$ cat src/hdl/kct_pkg.sv
// Shared types and codes for the key/count table.
// Holds the entry record, field widths, opcodes and status codes.
// No dependencies.
package kct_pkg;

  localparam int KEY_W = 31;
  localparam int CNT_W = 31;
  localparam int OP_W  = 3;
  localparam int ST_W  = 2;

  localparam logic [OP_W-1:0] OP_ADD   = 3'd0;
  localparam logic [OP_W-1:0] OP_GET   = 3'd1;
  localparam logic [OP_W-1:0] OP_SET   = 3'd2;
  localparam logic [OP_W-1:0] OP_DUMP  = 3'd3;
  localparam logic [OP_W-1:0] OP_CLEAR = 3'd4;

  localparam logic [ST_W-1:0] ST_OK        = 2'd0;
  localparam logic [ST_W-1:0] ST_NOT_FOUND = 2'd1;
  localparam logic [ST_W-1:0] ST_FULL      = 2'd2;
  localparam logic [ST_W-1:0] ST_EMPTY     = 2'd3;

  localparam logic [CNT_W-1:0] CNT_MAX = {CNT_W{1'b1}};

  typedef struct packed {
    logic             valid;
    logic [KEY_W-1:0] key;
    logic [CNT_W-1:0] count;
  } kct_entry_t;

endpackage

$ cat src/hdl/key_count_table_core.sv
// Top level of the key/count table: a ring of CAPACITY cells and its sequencer.
// Depends on kct_pkg and kct_cell.
//
// Get scans the whole ring once, then delivers the item. Add and set take the same
// scan, deliver the item, then rotate the ring once more to write the entry back.
// Dump scans once, then emits one item per valid slot over a second rotation,
// pausing while the output register is held. A dump of an empty table gives its
// single item straight after the scan, as a get does. Clear goes straight to its
// acknowledgement. The ring moves one slot per cycle, except while a dump holds
// it, and sets all rates. Synchronous reset empties every cell; no clearing pass
// is needed.
module key_count_table_core
  import kct_pkg::*;
#(
  parameter int CAPACITY = 16
)
(
  input  logic             clk,
  input  logic             rst,
  input  logic             in_valid,
  output logic             in_stall,
  input  logic [OP_W-1:0]  opcode,
  input  logic [KEY_W-1:0] key,
  input  logic [CNT_W-1:0] new_count,
  output logic             out_valid,
  input  logic             out_stall,
  output logic [KEY_W-1:0] out_key,
  output logic [CNT_W-1:0] out_count,
  output logic [ST_W-1:0]  status,
  output logic             last
);

  localparam int IW = (CAPACITY > 1) ? $clog2(CAPACITY) : 1;
  localparam logic [IW-1:0] LAST_STEP = IW'(CAPACITY - 1);

  // Sequencer states.
  localparam logic [2:0] S_IDLE  = 3'd0;
  localparam logic [2:0] S_SCAN  = 3'd1;
  localparam logic [2:0] S_REPLY = 3'd2;
  localparam logic [2:0] S_WRITE = 3'd3;
  localparam logic [2:0] S_DUMP  = 3'd4;

  logic [2:0]       state;
  logic [IW-1:0]    step;
  logic [OP_W-1:0]  op_code;
  logic [KEY_W-1:0] op_key;
  logic [CNT_W-1:0] op_count;

  // What the scan pass learnt about the table.
  logic             match_hit;
  logic [IW-1:0]    match_idx;
  logic [CNT_W-1:0] match_count;
  logic             free_hit;
  logic [IW-1:0]    free_idx;
  logic             any_valid;
  logic [IW-1:0]    last_idx;

  // Pending write-back for the second rotation.
  logic [IW-1:0]    wr_idx;
  kct_entry_t       wr_entry;

  // The ring. Slot s sits in the last cell after s shifts, so the head of the
  // ring shows the slots in ascending order as the step counter advances.
  kct_entry_t chain [CAPACITY];
  kct_entry_t head;
  kct_entry_t feed;
  logic       shift;
  logic       clear_all;

  logic in_accept;
  logic out_free;
  logic out_load;
  logic [KEY_W-1:0] load_key;
  logic [CNT_W-1:0] load_count;
  logic [ST_W-1:0]  load_status;
  logic             load_last;

  // Decision made once the scan is over.
  logic [KEY_W-1:0] r_key;
  logic [CNT_W-1:0] r_count;
  logic [ST_W-1:0]  r_status;
  logic             r_reply;
  logic             r_write;
  logic [IW-1:0]    r_widx;
  logic [CNT_W-1:0] r_wcount;
  logic [CNT_W-1:0] inc_count;

  assign head      = chain[CAPACITY-1];
  assign in_stall  = (state != S_IDLE);
  assign in_accept = in_valid && !in_stall;
  assign clear_all = in_accept && (opcode == OP_CLEAR);
  assign out_free  = !out_valid || !out_stall;

  // The ring turns continuously during scan and write-back; during a dump it
  // holds whenever a valid entry is at the head and the output cannot take it.
  assign shift = (state == S_SCAN) || (state == S_WRITE) ||
                 ((state == S_DUMP) && (!head.valid || out_free));

  // The write-back replaces the head entry as it wraps round to the first cell.
  assign feed = ((state == S_WRITE) && (step == wr_idx)) ? wr_entry : head;

  for (genvar g = 0; g < CAPACITY; g++) begin : g_ring
    if (g == 0) begin : g_first
      kct_cell u_cell (
        .clk   (clk),
        .rst   (rst),
        .shift (shift),
        .clear (clear_all),
        .din   (feed),
        .dout  (chain[g])
      );
    end else begin : g_rest
      kct_cell u_cell (
        .clk   (clk),
        .rst   (rst),
        .shift (shift),
        .clear (clear_all),
        .din   (chain[g-1]),
        .dout  (chain[g])
      );
    end
  end

  // Saturating increment of the matched count.
  assign inc_count = (match_count == CNT_MAX) ? match_count : match_count + CNT_W'(1);

  always_comb begin
    r_key    = op_key;
    r_count  = '0;
    r_status = ST_OK;
    r_reply  = 1'b1;
    r_write  = 1'b0;
    r_widx   = match_hit ? match_idx : free_idx;
    r_wcount = '0;
    unique case (op_code)
      OP_ADD: begin
        if (match_hit) begin
          r_count  = inc_count;
          r_write  = 1'b1;
          r_wcount = inc_count;
        end else if (free_hit) begin
          r_count  = CNT_W'(1);
          r_write  = 1'b1;
          r_wcount = CNT_W'(1);
        end else begin
          r_status = ST_FULL;
        end
      end
      OP_GET: begin
        if (match_hit) begin
          r_count = match_count;
        end else begin
          r_status = ST_NOT_FOUND;
        end
      end
      OP_SET: begin
        if (match_hit || free_hit) begin
          r_count  = op_count;
          r_write  = 1'b1;
          r_wcount = op_count;
        end else begin
          r_status = ST_FULL;
        end
      end
      OP_DUMP: begin
        // A table with entries is reported during the second rotation.
        r_key   = '0;
        r_reply = !any_valid;
        r_status = ST_EMPTY;
      end
      default: begin
        // Only clear reaches here: a single acknowledgement.
        r_key = '0;
      end
    endcase
  end

  // Output register loading.
  always_comb begin
    out_load    = 1'b0;
    load_key    = r_key;
    load_count  = r_count;
    load_status = r_status;
    load_last   = 1'b1;
    if ((state == S_REPLY) && r_reply && out_free) begin
      out_load = 1'b1;
    end else if ((state == S_DUMP) && head.valid && out_free) begin
      out_load    = 1'b1;
      load_key    = head.key;
      load_count  = head.count;
      load_status = ST_OK;
      load_last   = (step == last_idx);
    end
  end

  always_ff @(posedge clk) begin
    if (rst) begin
      out_valid <= 1'b0;
    end else if (out_load) begin
      out_valid <= 1'b1;
    end else if (!out_stall) begin
      out_valid <= 1'b0;
    end
  end

  always_ff @(posedge clk) begin
    if (out_load) begin
      out_key   <= load_key;
      out_count <= load_count;
      status    <= load_status;
      last      <= load_last;
    end
  end

  // Sequencer.
  always_ff @(posedge clk) begin
    if (rst) begin
      state <= S_IDLE;
      step  <= '0;
    end else begin
      if (shift) begin
        step <= (step == LAST_STEP) ? '0 : step + IW'(1);
      end
      unique case (state)
        S_IDLE: begin
          if (in_accept) begin
            if ((opcode == OP_ADD) || (opcode == OP_GET) ||
                (opcode == OP_SET) || (opcode == OP_DUMP)) begin
              state <= S_SCAN;
            end else if (opcode == OP_CLEAR) begin
              state <= S_REPLY;
            end
          end
        end
        S_SCAN: begin
          if (step == LAST_STEP) begin
            state <= S_REPLY;
          end
        end
        S_REPLY: begin
          if (!r_reply) begin
            state <= S_DUMP;
          end else if (out_free) begin
            state <= r_write ? S_WRITE : S_IDLE;
          end
        end
        S_WRITE, S_DUMP: begin
          if (shift && (step == LAST_STEP)) begin
            state <= S_IDLE;
          end
        end
        default: begin
          state <= S_IDLE;
        end
      endcase
    end
  end

  // Item capture, scan bookkeeping and write-back set-up.
  always_ff @(posedge clk) begin
    if (in_accept) begin
      op_code   <= opcode;
      op_key    <= key;
      op_count  <= new_count;
      match_hit <= 1'b0;
      free_hit  <= 1'b0;
      any_valid <= 1'b0;
    end else if (state == S_SCAN) begin
      if (head.valid && (head.key == op_key) && !match_hit) begin
        match_hit   <= 1'b1;
        match_idx   <= step;
        match_count <= head.count;
      end
      if (!head.valid && !free_hit) begin
        free_hit <= 1'b1;
        free_idx <= step;
      end
      if (head.valid) begin
        any_valid <= 1'b1;
        last_idx  <= step;
      end
    end
    if ((state == S_REPLY) && r_write && out_free) begin
      wr_idx   <= r_widx;
      wr_entry <= '{valid: 1'b1, key: op_key, count: r_wcount};
    end
  end

  // The step counter sits at zero whenever the ring is at rest.
  a_step_home: assert property (@(posedge clk) disable iff (rst)
    (state == S_IDLE) |-> (step == '0))
    else $error("ring not aligned while idle");

  // A dump must not rotate past a valid entry that could not be delivered.
  a_dump_hold: assert property (@(posedge clk) disable iff (rst)
    ((state == S_DUMP) && head.valid && out_valid && out_stall) |=> $stable(step))
    else $error("dump rotated past an undelivered entry");

  // A write-back rotation ends after exactly one turn of the ring.
  a_write_end: assert property (@(posedge clk) disable iff (rst)
    ((state == S_WRITE) && (step == LAST_STEP)) |=> (state == S_IDLE))
    else $error("write-back did not finish on the last step");

  // Lookup operations always start with a scan.
  a_scan_start: assert property (@(posedge clk) disable iff (rst)
    (in_accept && ((opcode == OP_ADD) || (opcode == OP_GET) ||
                   (opcode == OP_SET) || (opcode == OP_DUMP)))
      |=> (state == S_SCAN))
    else $error("accepted item did not enter scan");

endmodule

$ cat src/hdl/kct_cell.sv
// One storage cell of the rotating table ring.
// Depends on kct_pkg for the entry record.
module kct_cell
  import kct_pkg::*;
(
  input  logic       clk,
  input  logic       rst,
  input  logic       shift,
  input  logic       clear,
  input  kct_entry_t din,
  output kct_entry_t dout
);

  logic             valid;
  logic [KEY_W-1:0] key;
  logic [CNT_W-1:0] count;

  // The valid flag is control state; a clear empties the cell at once.
  always_ff @(posedge clk) begin
    if (rst) begin
      valid <= 1'b0;
    end else if (clear) begin
      valid <= 1'b0;
    end else if (shift) begin
      valid <= din.valid;
    end
  end

  always_ff @(posedge clk) begin
    if (shift) begin
      key   <= din.key;
      count <= din.count;
    end
  end

  assign dout = '{valid: valid, key: key, count: count};

endmodule

$ cat config.mk
export PLATFORM = sky130hd
export DESIGN_NAME = key_count_table_core
export DESIGN_NICKNAME = d
export VERILOG_FILES = /design/src/hdl/kct_pkg.sv /design/src/hdl/key_count_table_core.sv /design/src/hdl/kct_cell.sv
export SDC_FILE = /design/constraint.sdc
export NUM_CORES = 1
export LEC_CHECK = 0
export BUFFER_PORTS_ARGS = -buffer_cell sky130_fd_sc_hd__buf_2
export CELL_PAD_IN_SITES_DETAIL_PLACEMENT = 0
export CELL_PAD_IN_SITES_GLOBAL_PLACEMENT = 2
export CORE_UTILIZATION = 53
export DETAILED_ROUTE_END_ITERATION = 8
export GPL_TIMING_DRIVEN = 0
export HOLD_SLACK_MARGIN = 0.06
export PLACE_DENSITY = 0.92
export SYNTH_ARGS = -nofsm -noshare
export SYNTH_HDL_FRONTEND = slang
export SYNTH_SLANG_ARGS = --single-unit
export TNS_END_PERCENT = 100
$ cat constraint.sdc
create_clock -name clk -period 46.9 [get_ports clk]
set_input_delay 2.345 -clock clk [delete_from_list [all_inputs] [get_ports clk]]
set_output_delay 2.345 -clock clk [all_outputs]
set_load 0.02 [all_outputs]
==> metrics.cfg <==
[floorplan]
core-area_mm2=0.0775
ios=136
die_h_um=282
die_x_um=282
rows=102
start_util=0.537
die-area_mm2=0.0795

[pwr]
cell_internal_pwr_mw=1.90
leakage_nw=15.7
finalPower_mw=2.41
clockPowerShare=0.387
net-switching-power_mw=0.509
pwr-share-seq=0.570
pwr-share-comb=0.043
power.density_mw_per_mm2=50.1
switching_share=0.211
vdd_ir_drop_max_mv=0.0342

[finish]
fin_cells=3283
utilization=0.620
final_cell_mix=edfxtp_1 (1231), buf_2 (143), clkbuf_16 (114)
drive_gt1_frac=0.186
area_growth_pct=15.5
design_area_mm2=0.0480
finalNetCount=2219
final_common_cell=edfxtp_1

[yosys]
async_reset_ff_frac=0
ys_warn_count=0
synth_area_leaders=edfxtp_1 (89%), mux2_2 (1.8%), dfxtp_1 (1.3%), xor2_1 (1.0%), a22o_1 (0.86%)
synth_area_per_cell_um2=22.3
yosys_register_bits=1258
netlist_area_mm2=0.0416
synth-seq-area-share=0.902
synth.largest_area_cell=edfxtp_1
syn_nets=1936
synth_edf_count=1231
synth_top_area_share=0.889
syn_inst=1865
synth.distinct_cells=68
ys.flop_type=edfxtp_1

[critical_path]
critPathBufInv=11
crit_fanout=75
critPathKind=primary input to flop
critical_path.max_stage_delay_ps=400
endpoint_kind=flop
r2r_slack_ps=42830
worst_path_most_repeated_cell=buf_16
crit_family=buffers and inverters
crit_arrival_ps=5900
crit-reg2reg-launch=state[0]
rr_endpoint=g_ring[1].g_rest.u_cell.count[21]
path_cells=buf_2 > and2_1 > clkbuf_1 > nand2_1 > a31oi_1 > inv_1 > clkbuf_4 > buf_16 > buf_12 > buf_16 > buf_16 > buf_16 > buf_16 > buf_16
slowest_stage=clkbuf_4
r2r_cells=12
required_ps=47270
start_kind=primary input

[placed_design]
dp.cells=3072
numPortBuffers=134
placed_cell_area_mm2=0.0442
dp_worst_setup_slack_ps=40650
dp_hpwl_um=44900
gp_congestion=0.872

[flow_run]
max_cap_viol_count=0

[sta]
drv_slew=0
slew_headroom=0.189
hold_violations=0
min_period_over_period=0.118
min_period_ps=5530
fin_hold_ws_ps=382
tns_ps=0
setup_ws_ps=41370
rsz0062_at_grt=no
setup_viol=0
fin_skew_ps=55.3
max_freq_ghz=0.181
tightest_slew_ps=1200

[grt]
grt_pass1_vias=17544
grt_max_degree=77
grt-ovfl-total=0
grt_pass1_wl_um=108000
grt_usage=0.186
grt_antenna_before_repair=8

[routing]
drt_wl_total_um=72700
antenna_left=0
post_drt_wl_per_cell_um=22.1
firstDrtPassIters=5
viasPerCell=5.42
drt_iter0_drc=1891
vias=17780
drc=0

[hold_path]
worstHoldStart=g_ring[6].g_rest.u_cell.key[4]
hold_end=g_ring[7].g_rest.u_cell.key[4]
hp-class=flop to flop
min_path_cells=0

[clock_network]
ctsRootBufferMaster=clkbuf_16
cts_setup_buffers=0
clk_latency_ps=710
cts_buffers=114
cts_resized=0
hold_buffers=0
h-tree-depth=3
cts_tree=yes
clk_path_buf_depth=3
clk_pin_slew_ps=60
clock_sinks=1258

[status]
status=complete, no violations

==> how the worst max path moves through the flow <==
| stage | end | slack, ps | cells past startpoint | startpoint |
|---|---|---|---|---|
| after global routing | g_ring[6].g_rest.u_cell.count[22] | 41110 | 14 | out_stall |
| after floorplan | g_ring[0].g_first.u_cell.count[0] | 15360 | 6 | out_stall |
| final | g_ring[1].g_rest.u_cell.count[21] | 41370 | 14 | out_stall |
| after detailed placement | g_ring[0].g_first.u_cell.count[21] | 40650 | 14 | out_stall |
| after CTS | g_ring[6].g_rest.u_cell.count[22] | 41390 | 14 | out_stall |
| after global placement | g_ring[0].g_first.u_cell.count[21] | 7360 | 7 | out_stall |
==> cells in the mapped netlist, drive strengths merged, types with 5 or more instances <==
master / count
a21o: 10
a21oi: 45
a22o: 41
a31oi: 14
and3: 19
and4: 5
buf: 14
clkbuf: 33
dfxtp: 27
edfxtp: 1231
inv: 7
mux2: 66
nand2: 96
nand3: 19
nand4: 12
nor2: 27
nor3: 12
nor4: 15
o21ai: 39
o221ai: 7
xnor2: 10
xor2: 49
==> metal layers <==
layer	track usage	wire length [um]
met3	0.0289	4230
met2	0.268	32400
met4	0.0715	2200
met1	0.288	33800
met5	0	21
==> power by group through the flow <==
| stage | registers, mW | logic, mW | clock network [mW] |
|---|---|---|---|
| floorplan | 1.51 | 0.0500 | 0 |
| global placement | 1.54 | 0.0858 | 0 |
| detailed placement | 1.39 | 0.103 | 0 |
| CTS | 1.37 | 0.104 | 0.950 |
| global route | 1.38 | 0.110 | 0.994 |
| finish | 1.37 | 0.102 | 0.932 |
==> cell families (layout without fill, tap and decap cells) <==
logic type / count (synthesis) / after routing / share of synthesized area
AO/OA/AOI/OAI: 195 / 195 / 0.0324
XOR/XNOR: 59 / 59 / 0.0124
adder cells (fa/ha/maj): 2 / 2 / 0.000602
buffers and inverters: 54 / 431 / 0.00524
flip-flops: 1258 / 1258 / 0.902
multiplexers: 68 / 68 / 0.0184
other: 0 / 1 / 0
AND/OR/NAND/NOR: 229 / 229 / 0.0286
==> cell type report <==
cell class,count,area (um2)
Sequential cell,1258,37500
Buffer,47,195
Fill cell,5137,29500
Tap cell,1040,1300
Clock buffer,135,2930
Clock inverter,75,866
Multi-Input combinational cell,553,3870
Timing Repair Buffer,167,1300
Inverter,7,26.3
Antenna cell,1,2.50
==> state kept, by name (all words and copies together) (netlist names), 3 cells and up <==
register and count:
match_idx 4, op_key 31, op_count 31, match_count 31, last_idx 4, g_ring.g_rest.u_cell.valid 15
wr_entry 62, free_idx 4, g_ring.g_first.u_cell.key 31, op_code 3, g_ring.g_rest.u_cell.count 465, g_ring.g_first.u_cell.count 31
step 4, out_key 31, wr_idx 4, state 3, g_ring.g_rest.u_cell.key 465, out_count 31
No activity file was read; power rests on OpenSTA's default activity.
